`src/rtl/bam_serial_div.sv`:
```
// Restoring serial divider, one quotient bit per cycle.
module bam_serial_div #(
   parameter int NW = 20,
   parameter int DW = 12
) (
   input  logic          clock,
   input  logic          reset,
   input  logic          start,
   input  logic [NW-1:0] num,
   input  logic [DW-1:0] den,
   output logic          busy,
   output logic          done,
   output logic [NW-1:0] quo,
   output logic [DW-1:0] rem
);

   localparam int CW = $clog2(NW + 1);

   logic [CW-1:0] cnt_ff;
   logic          done_ff;
   logic [NW-1:0] quo_ff;
   logic [DW-1:0] rem_ff;
   logic [DW:0]   trial;
   logic          fits;

   assign trial = {rem_ff, quo_ff[NW-1]};
   assign fits  = trial >= {1'b0, den};

   always_ff @(posedge clock) begin
      if (reset) begin
         cnt_ff  <= '0;
         done_ff <= 1'b0;
      end else if (start) begin
         cnt_ff  <= CW'(NW);
         done_ff <= 1'b0;
      end else begin
         done_ff <= (cnt_ff == CW'(1));
         if (cnt_ff != '0) begin
            cnt_ff <= cnt_ff - CW'(1);
         end
      end
   end

   always_ff @(posedge clock) begin
      if (start) begin
         quo_ff <= num;
         rem_ff <= '0;
      end else if (cnt_ff != '0) begin
         quo_ff <= {quo_ff[NW-2:0], fits};
         rem_ff <= fits ? DW'(trial - {1'b0, den}) : trial[DW-1:0];
      end
   end

   assign busy = (cnt_ff != '0) || done_ff;
   assign done = done_ff;
   assign quo  = quo_ff;
   assign rem  = rem_ff;

endmodule

```
`config.mk`:
```
export PLATFORM = sky130hd
export DESIGN_NAME = bam_serial_div
export DESIGN_NICKNAME = d
export VERILOG_FILES = /design/src/rtl/bam_serial_div.sv
export SDC_FILE = /design/constraint.sdc
export NUM_CORES = 1
export LEC_CHECK = 0
export ABC_AREA = 1
export BUFFER_PORTS_ARGS = -buffer_cell sky130_fd_sc_hd__clkbuf_2
export CORE_ASPECT_RATIO = 1.4
export CORE_MARGIN = 8
export CORE_UTILIZATION = 57
export CTS_BUF_LIST = sky130_fd_sc_hd__clkbuf_4 sky130_fd_sc_hd__clkbuf_8 sky130_fd_sc_hd__clkbuf_16
export CTS_CLUSTER_SIZE = 25
export DETAILED_ROUTE_END_ITERATION = 10
export GPL_TIMING_DRIVEN = 0
export PLACE_DENSITY = 0.86
export SLEW_MARGIN = 20
export SYNTH_ARGS = -nofsm -noshare
export SYNTH_HDL_FRONTEND = slang
export SYNTH_SLANG_ARGS = --single-unit
```
`constraint.sdc`:
```
create_clock -name clock -period 3.5 [get_ports clock]
set_input_delay 0.175 -clock clock [delete_from_list [all_inputs] [get_ports clock]]
set_output_delay 0.175 -clock clock [all_outputs]
set_load 0.1 [all_outputs]
```
# [Yosys cells after proc, flatten, opt, wreduce, memory -nomap -nowiden]
# Index checks and enable logic that the tools add are counted.
[classes] add_sub_neg=2 reduce_logical=4 mux=5 n_eq_ne=1 n_lt_le_gt_ge=1
[op_table] cell="$mux 20" n=2
[op_table] cell="$ge 13x12->1" n=1
[op_table] cell="$mux 12" n=1
[op_table] cell="$sub 12x12->12" n=1
[op_table] cell="$mux 5" n=2
[op_table] cell="$eq 5x1->1 const B" n=1
[op_table] cell="$reduce_bool 5->1" n=1
[op_table] cell="$sub 5x1->5 const B" n=1
[op_table] cell="$reduce_bool 2->1" n=1
[op_table] cell="$reduce_or 2->1" n=1
[op_table] cell="$logic_or 1x1->1" n=1
[totals] register_bits=38

# [Depth between registers and ports, before layout]
# Gate-level depths: netlist of the first run.
[depth] ltp_word=3 mapped_depth=12 depth_no_buf=12

# [Worst setup path after synthesis of the first run]
# No wires, ideal clock.
[synth_path] path_type="reg2reg" start="register rem_ff[6], in the netlist rem[6]" end="register quo_ff[0], in the netlist quo[0] (data pin)" arrival_time_ns=2.287 setup_time_ns=0.253 n_path_buf=1 stages_incl_launch_ff=11 period_less_slack_ns=2.540 path_slack_ns=0.960 required_ns=3.247 path_cell_list="dfxtp_1 ha_1 nand2_2 inv_2 nand2_1 nand2_2 a21oi_4 nand3_4 buf_12 nand2_1 nand2_1"
[synth_between] elab_chain_cells=3
[synth_lines] item="from (decl)" line_no="22" text="logic [DW-1:0] rem_ff;"
[synth_lines] item="from (signal assigned)" line_no="50" text="rem_ff <= fits ? DW'(trial - {1'b0, den}) : trial[DW-1:0];"
[synth_lines] item="$ge 13x12->1" line_no="27" text="assign fits = trial >= {1'b0, den};"
[synth_lines] item="$mux 20" line_no="48" text="end else if (cnt_ff != '0) begin"
[synth_lines] item="$mux 20" line_no="45" text="if (start) begin"
[synth_lines] item="to (signal assigned)" line_no="46" text="quo_ff <= num;"
[synth_lines] item="to (signal assigned)" line_no="49" text="quo_ff <= {quo_ff[NW-2:0], fits};"
[synth_lines] item="to (decl)" line_no="21" text="logic [NW-1:0] quo_ff;"
# Every way passes these cells. The select of a mux whose other input is x is not followed.
# A chain may end at the register's enable or synchronous reset.

# [Worst setup path in the final report of the first run]
[layout_path] start="register cnt_ff[0]" end="output port busy"
[layout_between] elab_chain_cells=2
[layout_lines] item="from (decl)" line_no="19" text="logic [CW-1:0] cnt_ff;"
[layout_lines] item="from (signal assigned)" line_no="34" text="cnt_ff <= CW'(NW);"
[layout_lines] item="from (signal assigned)" line_no="39" text="cnt_ff <= cnt_ff - CW'(1);"
[layout_lines] item="$reduce_bool 5->1" line_no="54" text="assign busy = (cnt_ff != '0) || done_ff;"
[layout_lines] item="$logic_or 1x1->1" line_no="54"
[layout_lines] item="to (decl)" line_no="11" text="output logic busy,"
# Every way passes these cells.

==> results.py, run 1 <==
metrics = {
    "clocking": {
        "cts_resized": 0,
        "cts_buffers": 5,
        "cts_tree": "built",
        "clock-sinks": 38,
        "htreeDepth": 2,
        "cts_root_buf": "clkbuf_8",
        "cts_setup_buffers": 0,
        "cts_buffer_depth": 2,
        "clk_latency_ps": 290,
        "path_clk_slew_ps": 70,
        "ctsHoldBuffers": 0,
    },
    "global_routing": {
        "antenna_found_initial": 0,
        "grt_pass1_wl_mm": 10.3,
        "grt_pass1_vias": 2451,
        "track_usage_pct": 18.2,
        "overflow": 0,
        "grt_max_degree": 21,
    },
    "floorplan": {
        "start_util_pct": 57.6,
        "coreArea_sq_um": 4430,
        "num_rows": 29,
        "pin_count": 69,
        "die_y_um": 95.2,
        "die_x_um": 72.5,
        "fp.dieArea_sq_um": 6900,
    },
    "status": {
        "status": "complete, no violations",
    },
    "worst_setup_path": {
        "cp_data_required_time_ps": 3320,
        "rrSetupSlack_ps": 1190,
        "worstReg2RegEnd": "quo[4]",
        "crit_type": "reg2out",
        "critPathArrivalTime_ps": 2160,
        "rr_worst_depth": 10,
        "critPathLaunchType": "flip-flop",
        "reg2reg_from": "cnt_ff[0]",
        "endpoint_kind": "output pin",
        "crit_fanout": 9,
    },
    "finish": {
        "syn2layout_area_growth_pct": 19.7,
        "fill_cells": 414,
        "seqCellArea_sq_um": 961,
        "nets": 478,
        "final_layout_size_suffix_gt1_share_pct": 23.5,
        "design_area_sq_um": 3050,
        "multi_input_area_sq_um": 1330,
        "finalCoreUtilization_pct": 69.0,
        "diodes": 0,
    },
    "logic_synthesis": {
        "dominantRegCellSynth": "edfxtp_1",
        "ys_seq_elements": 38,
        "synth_top_area_share_pct": 23.5,
        "synthTopCellsByArea": "edfxtp_1 24%, nand2_1 21%, dfxtp_1 14%, inv_1 7.8%, ha_1 6.9%",
        "yosysTopAreaCell": "edfxtp_1",
        "yosys.cell_types.count": 35,
        "synth_edf_count": 20,
        "synth_async_sr_flop_share_pct": 0,
        "synthesis.nets": 403,
        "postSynthCellCount": 353,
        "yosys_warnings": 0,
        "ys_seq_area_share_pct": 37.7,
        "synth_area_sq_um": 2550,
        "syn_area_per_cell_sq_um": 7.23,
    },
    "placed_design": {
        "globalplace.congestion": 0.873,
        "dpl.hpwl_mm": 4.81,
        "place_ws_ps": 1150,
        "post_dp_cell_area_sq_um": 2970,
        "port_buffers": 68,
    },
    "route": {
        "drtPass1Iterations": 4,
        "dr_total_vias": 2393,
        "vias_per_cell": 4.87,
        "final_antenna_net_count": 0,
        "drtIter0Drc": 158,
        "drcViolationCount": 0,
        "wire_per_inst_um": 12.0,
        "wl_mm": 5.89,
    },
    "sta": {
        "slew_violations": 0,
        "period_share_pct": 66.7,
        "tightest_slew_ps": 736,
        "fmax_mhz": 428,
        "fin_skew_ps": 8.92,
        "finalCriticalPeriod_ps": 2330,
        "setup_viol": 0,
        "slew_headroom_pct": 50.9,
        "rsz0062_at_grt": "no",
        "fin_ws_ps": 1170,
        "setup_tns_ps": 0,
        "hold_viol_final": 0,
    },
    "worst_hold_path": {
        "holdPathStages": 2,
        "hp-start": "reset",
        "hold_class": "in2reg",
        "min_to": "cnt_ff[4]",
    },
    "pwr": {
        "powerDensity_nw_per_um2": 970,
        "peakVddDrop_v": 0.000529,
        "leakagePower_nw": 1.68,
    },
    "flow_run": {
        "maxCapViolations": 0,
    },
}
-- state kept, by name, indices dropped and copies added, names as in the netlist --
register	count
cnt_ff	5
rem	12
done	1
quo	20
-- critical path, stage by stage, from the launching register on --
cell and delay [ps]:
dfxtp_1 350, inv_1 80, ha_1 150, inv_1 60, nor3_1 130, inv_1 70, or2_1 190, buf_2 180
or2_2 290, clkbuf_2 370
-- kinds of logic (layout without fill, tap and decap cells) --
logic type	Yosys count	in the layout	synth area share [%]
compound gates	18	18	4.66
xor+xnor	5	5	1.72
fa+ha+maj	15	15	7.65
buf+inv	63	139	10.2
flops	38	38	37.7
simple gates	214	214	38.2
-- cells in the mapped netlist, types with 3 or more instances --
library cell,number
dfxtp_1,18
nor2_1,17
clkbuf_1,4
nand3_1,18
xnor2_1,4
nand3_2,5
ha_1,14
nand4_1,11
nand2_1,145
o21ai_0,3
edfxtp_1,20
a21oi_1,7
inv_1,53
nor3_1,4
-- layout make-up --
class / instances / share of cell area (%)
Tap cell: 62 / 2.54
Clock buffer: 6 / 2.50
Multi-Input combinational cell: 252 / 43.6
Clock inverter: 2 / 0.287
Buffer: 8 / 1.72
Sequential cell: 38 / 31.5
Timing Repair Buffer: 68 / 11.1
Inverter: 55 / 6.76
-- placed cells by master (no fill, tap or decap), drive strengths merged --
cell,n
a211oi,2
a21boi,1
a21oi,8
buf,4
clkbuf,78
clkinv,2
dfxtp,18
edfxtp,20
fa,1
ha,14
inv,55
nand2,148
nand3,25
nand3b,1
nand4,11
nor2,21
nor3,5
o21ai,6
o21bai,1
or2,3
xnor2,4
xor2,1
-- metrics by stage --
step / cells / total power [W] / hold WS, ps
5_1_grt: 491 / 0.00317 / 70.8
3_3_place_gp: 483 / 0.00264 / 361
6_report: 491 / 0.00296 / 65.1
3_5_place_dp: 483 / 0.00267 / 367
4_1_cts: 491 / 0.00298 / 59.6
2_1_floorplan: 353 / 0.00235 / 244
-- worst max-delay path by stage --
stage	start	end	slack [ps]	cells after the start
after floorplan	rem[6]	quo[0]	960	10
after global placement	cnt_ff[0]	quo[8]	1230	10
after detailed placement	cnt_ff[0]	quo[8]	1150	10
after CTS	cnt_ff[0]	busy	1150	9
after global routing	cnt_ff[0]	quo[4]	990	10
final	cnt_ff[0]	busy	1170	9
-- layer usage --
| metal | vias to the layer above | GRT usage [%] | share of wire, % |
|---|---|---|---|
| met3 | 7 | 6.00 | 7.2 |
| met5 | - | 0 | 0 |
| li1 | 1259 | - | - |
| met4 | 0 | 5.86 | 1.3 |
| met2 | 62 | 33.8 | 51 |
| met1 | 1065 | 18.6 | 40 |
-- where the power goes --
| group | total [W] | switching [W] | internal, W |
|---|---|---|---|
| clock | 0.000297 | 0.000152 | 0.000145 |
| combinational | 0.00196 | 0.00148 | 0.000481 |
| sequential | 0.000709 | 0.000112 | 0.000597 |
Note: power is estimated with default switching activity, not from simulation.
==> run 2, diff against run 1 <==
- CORE_UTILIZATION: 57 -> 53
- PLACE_DENSITY: 0.86 -> 0.8
- clock period: 3.5 -> 2.2 ns (I/O delays scaled with it)
==> results.py, run 2 (synthesis gave the netlist of run 1 again) <==
metrics = {
    "route": {
        "dr_total_vias": 2427,
        "vias_per_cell": 4.89,
        "route.met2.wl_mm": 3.16,
        "drcViolationCount": 0,
        "top_layer_used": "met4",
        "met3_length_um": 452,
        "drtIter0Drc": 112,
        "wl_mm": 6.00,
        "drtPass1Iterations": 4,
        "wl_met1_mm": 2.31,
        "wire_per_inst_um": 12.1,
        "final_antenna_net_count": 0,
    },
    "sta": {
        "slew_headroom_pct": 62.5,
        "hold_viol_final": 0,
        "setup_viol": 0,
        "period_share_pct": 93.2,
        "holdWs_ps": 15.2,
        "fin_skew_ps": 5.12,
        "slew_violations": 0,
        "setup_tns_ps": 0,
        "finalCriticalPeriod_ps": 2050,
        "tightest_slew_ps": 565,
        "fmax_mhz": 488,
        "rsz0062_at_grt": "no",
    },
    "worst_setup_path": {
        "crit_type": "reg2out",
        "endpoint_kind": "output pin",
        "critPathArrivalTime_ps": 1940,
        "critPathLaunchType": "flip-flop",
        "cpMostUsedCell": "inv_1",
        "crit_fanout": 9,
        "cp_slowest_cell": "dfxtp_1",
        "crit_chain": "inv_1 -> ha_1 -> inv_1 -> nor3_2 -> inv_1 -> or2_1 -> buf_2 -> or2_2 -> buf_6",
        "path_buf_inv": 5,
        "critPathMaxStageDelay_ps": 350,
        "cpLargestDelayFamily": "simple AND/OR/NAND/NOR gates",
        "cp_data_required_time_ps": 2090,
    },
    "finish": {
        "stdcell_count": 496,
        "seqCellArea_sq_um": 975,
        "final_common_cell": "nand2_1",
        "syn2layout_area_growth_pct": 23.3,
        "mostFrequentLayoutCells": "145 x nand2_1, 67 x clkbuf_2, 50 x inv_1, 20 x edfxtp_1",
        "diodes": 0,
        "finalCoreUtilization_pct": 66.5,
        "final_layout_size_suffix_gt1_share_pct": 28.9,
        "multi_input_area_sq_um": 1360,
        "nets": 481,
        "fill_cells": 443,
        "largest_reg_flops": 20,
    },
    "clocking": {
        "cts_buffer_depth": 2,
        "clock-sinks": 38,
        "cts_buffers": 5,
        "cts_root_buf": "clkbuf_8",
        "cts_tree": "built",
        "cts_setup_buffers": 0,
        "htreeDepth": 2,
        "clk_latency_ps": 280,
        "ctsHoldBuffers": 0,
        "path_clk_slew_ps": 70,
    },
    "floorplan": {
        "die_y_um": 98.1,
        "die_x_um": 74.6,
        "start_util_pct": 53.9,
        "fp.dieArea_sq_um": 7320,
        "num_rows": 30,
        "coreArea_sq_um": 4730,
        "pin_count": 69,
    },
    "global_routing": {
        "grt_pass1_wl_mm": 10.3,
        "antenna_found_initial": 0,
        "overflow": 0,
        "track_usage_pct": 17.2,
        "grt_max_degree": 12,
        "grt_pass1_vias": 2472,
    },
    "flow_run": {
        "maxCapViolations": 0,
    },
    "pwr": {
        "leakagePower_nw": 1.69,
        "peakVddDrop_v": 0.000875,
        "powerDensity_nw_per_um2": 1520,
    },
    "status": {
        "status": "complete, no violations",
    },
    "placed_design": {
        "dpl.cell_count": 485,
        "dpl.hpwl_mm": 4.86,
        "port_buffers": 68,
        "globalplace.congestion": 0.866,
    },
    "worst_hold_path": {
        "hold_class": "in2reg",
    },
}
-- run 2: final cells by class --
cell class	instances	area share [%]
Multi-Input combinational cell	252	43.4
Sequential cell	38	31.0
Timing Repair Buffer	68	11.0
Inverter	55	6.68
Clock buffer	8	2.90
Tap cell	64	2.55
Buffer	8	1.79
Timing Repair inverter	3	0.716
-- run 2: metal layers --
metal	track usage (%)	vias to the layer above
li1	-	1268
met1	17.8	1084
met2	30.4	67
met3	5.33	8
met4	6.82	0
met5	0	-
-- run 2: through the flow --
step           total power [W]  instance area (sq um)  worst slack [ps]
3_5_place_dp           0.00430                   3010              -121
5_1_grt                0.00513                   3150              20.4
4_1_cts                0.00482                   3120              37.7
6_report               0.00479                   3150               151
3_3_place_gp           0.00426                   3010             -71.8
2_1_floorplan          0.00379                   2590             -85.0
-- run 2: report_power, final --
| group | switching, W | internal [W] | total [W] |
|---|---|---|---|
| Clock | 0.000233 | 0.000262 | 0.000495 |
| Combinational | 0.00236 | 0.000791 | 0.00315 |
| Sequential | 0.000177 | 0.000971 | 0.00115 |
| Total | 0.00277 | 0.00202 | 0.00479 |
-- run 2: repair_timing --
| item | in CTS | in global routing |
|---|---|---|
| cloned | 1 | 2 |
| hold endpoints to repair | 0 | 0 |
| resized for setup | 3 | 6 |
| endpoints found under the setup margin | 21 | 21 |
-- run 2: final timing paths --
check             slack [ps]   endpoint  startpoint  depth (start not counted)
hold / removal            20  cnt_ff[4]       reset                          2
setup reg to reg         200     quo[0]      rem[5]                         10
hold reg to reg          430       done   cnt_ff[4]                          1
setup / recovery         150       busy   cnt_ff[0]                          9
==> run 3, diff against run 2 <==
- ABC_AREA: 1 -> default
- CORE_UTILIZATION: 53 -> 52
==> results.py, run 3 <==
metrics = {
    "clocking": {
        "cts_buffers": 5,
        "cts_root_buf": "clkbuf_8",
        "ctsHoldBuffers": 0,
        "path_clk_slew_ps": 70,
        "cts_buffer_depth": 2,
        "clock-sinks": 38,
        "clk_latency_ps": 280,
        "htreeDepth": 2,
        "cts_tree": "built",
    },
    "logic_synthesis": {
        "yosys_warnings": 0,
        "netlist_top_cells_count": "21 x mux2_2, 20 x edfxtp_1, 20 x nor2_1",
        "syn_area_per_cell_sq_um": 9.87,
        "synthesis.nets": 289,
        "yosysMostFrequentCell": "mux2_2",
        "ys_seq_area_share_pct": 40.7,
        "postSynthCellCount": 239,
        "dominantRegCellSynth": "edfxtp_1",
        "yosysTopAreaCell": "edfxtp_1",
        "synthTopCellsByArea": "edfxtp_1 25%, dfxtp_1 15%, mux2_2 10%, ha_1 7.4%, nand3_1 3.8%",
        "ys_seq_elements": 38,
        "synth_async_sr_flop_share_pct": 0,
        "synth_area_sq_um": 2360,
        "yosys.cell_types.count": 53,
        "synth_edf_count": 20,
        "synth_top_area_share_pct": 25.5,
    },
    "finish": {
        "fill_cells": 389,
        "final_layout_size_suffix_gt1_share_pct": 44.2,
        "syn2layout_area_growth_pct": 26.7,
        "largest_reg_flops": 20,
        "diodes": 0,
        "final_common_cell": "clkbuf_2",
        "mostFrequentLayoutCells": "66 x clkbuf_2, 21 x mux2_2, 20 x edfxtp_1, 18 x nor2_1, 17 x inv_1",
        "nets": 368,
    },
    "sta": {
        "finalCriticalPeriod_ps": 2160,
        "fin_skew_ps": 7.40,
        "period_share_pct": 98.0,
        "hold_viol_final": 0,
        "slew_violations": 0,
        "slew_headroom_pct": 63.0,
        "setup_viol": 0,
        "fin_ws_ps": 43.0,
        "fmax_mhz": 464,
        "tightest_slew_ps": 557,
        "rsz0062_at_grt": "yes",
    },
    "worst_setup_path": {
        "endpoint": "rem[5]",
        "crit_fanout": 9,
        "endpoint_kind": "flip-flop",
        "crit_type": "reg2reg",
        "rr_worst_depth": 8,
        "cp_data_required_time_ps": 2390,
        "cp_slowest_cell": "dfxtp_2",
        "critPathArrivalTime_ps": 2350,
        "critPathMaxStageDelay_ps": 380,
        "rrSetupSlack_ps": 40,
        "crit_chain": "ha_2 -> a21o_1 -> a31oi_4 -> a21oi_2 -> o31ai_4 -> buf_6 -> nand2_2 -> a311oi_2",
        "worstReg2RegEnd": "rem[5]",
        "critPathLaunchType": "flip-flop",
        "crit_path_start": "rem[3]",
        "reg2reg_from": "rem[3]",
    },
    "placed_design": {
        "place_ws_ps": 2.96,
        "dpl.hpwl_mm": 4.41,
        "globalplace.congestion": 0.831,
        "port_buffers": 67,
    },
    "floorplan": {
        "die_x_um": 72.9,
        "coreArea_sq_um": 4460,
        "fp.dieArea_sq_um": 6980,
        "num_rows": 29,
        "start_util_pct": 52.8,
        "die_y_um": 95.7,
        "pin_count": 69,
    },
    "route": {
        "vias_per_cell": 5.42,
        "dr_total_vias": 2065,
        "drtPass1Iterations": 4,
        "wire_per_inst_um": 14.8,
        "wl_mm": 5.63,
        "drcViolationCount": 0,
        "final_antenna_net_count": 0,
        "drtIter0Drc": 110,
    },
    "status": {
        "status": "complete, no violations",
    },
    "global_routing": {
        "grt_pass1_vias": 2063,
        "grt_max_degree": 22,
        "grt_pass1_wl_mm": 9.11,
        "track_usage_pct": 16.1,
        "antenna_found_initial": 0,
        "overflow": 0,
    },
    "pwr": {
        "leakagePower_nw": 1.33,
        "powerDensity_nw_per_um2": 1300,
        "power_w": 0.00389,
        "peakVddDrop_v": 0.000677,
    },
    "flow_run": {
        "maxCapViolations": 0,
    },
    "worst_hold_path": {
        "hold_class": "in2reg",
    },
}
-- run 3: cell types whose count changed in the layout (fill, tap and decap cells not counted), sizes merged, moves of 4 or more --
cell,delta
buf,+4
inv,-36
mux2,+21
nand2,-131
nand3,-7
nand4,-10
nor2b,+4
-- run 3: kinds of logic after synthesis --
group / Yosys count / synth area share [%]
AND/OR/NAND/NOR: 81 / 17.1
XOR/XNOR: 8 / 2.97
multiplexers: 23 / 10.9
buffers and inverters: 29 / 5.30
AO/OA/AOI/OAI: 45 / 14.7
adder cells (fa/ha/maj): 15 / 8.28
flip-flops: 38 / 40.7
-- run 3: per-layer routing --
layer	vias up	track usage, %	wire length, um
met3	2	3.16	324
met5	-	0	0
met4	0	5.86	30
met1	978	17.1	2250
met2	62	30.4	3030
li1	1023	-	-
-- run 3: timing repair --
action / 4_1_cts / 5_1_grt
gates resized for setup: 1 / 11
endpoints found under the setup margin: 2 / 32
pin swaps: 0 / 2
gates cloned: 0 / 1
buffers inserted: 3 / 1
-- run 3: per-stage QoR --
step	instance area, sq um	util (%)	instances	hold slack [ps]	setup TNS [ps]
floorplan	2410	-	239	179	-2560
finish	2990	66.9	381	55.4	0
global route	2990	66.9	381	72.1	-85.7
detailed placement	2820	63.2	368	356	0
CTS	2930	65.7	379	54.1	0
global placement	2820	63.2	368	352	0
-- run 3: layout make-up --
class	instances	area (sq um)	share of cell area, %
plain buffers	10	55.1	1.84
well taps	62	77.6	2.60
repair inverters	1	7.51	0.251
clock inverters	1	3.75	0.126
clock buffers	7	83.8	2.81
multi-input cells	172	1350	45.1
inverters	19	75.1	2.51
repair buffers	71	365	12.2
flip-flops and latches	38	972	32.5
-- run 3: worst min-delay path by stage --
stage | from | depth (start not counted) | slack [ps] | endpoint
global placement | reset | 2 | 350 | cnt_ff[2]
finish | reset | 2 | 60 | cnt_ff[4]
floorplan | reset | 1 | 180 | cnt_ff[2]
global route | reset | 2 | 70 | cnt_ff[4]
CTS | reset | 2 | 50 | cnt_ff[2]
detailed placement | reset | 2 | 360 | cnt_ff[4]
-- run 3: where the power goes --
group / switching [W] / internal (W) / total (W) / leakage, nW
Clock: 0.000227 / 0.000245 / 0.000472 / 0.0467
Combinational: 0.00172 / 0.000642 / 0.00236 / 0.920
Sequential: 0.000134 / 0.000926 / 0.00106 / 0.360
-- run 3: worst max-delay path, delay by kind of cell (launching register included) --
family	cells	cell delay, ps
compound gates	5	1100
flops	1	380
fa+ha+maj	1	340
buf+inv	1	200
simple gates	1	60
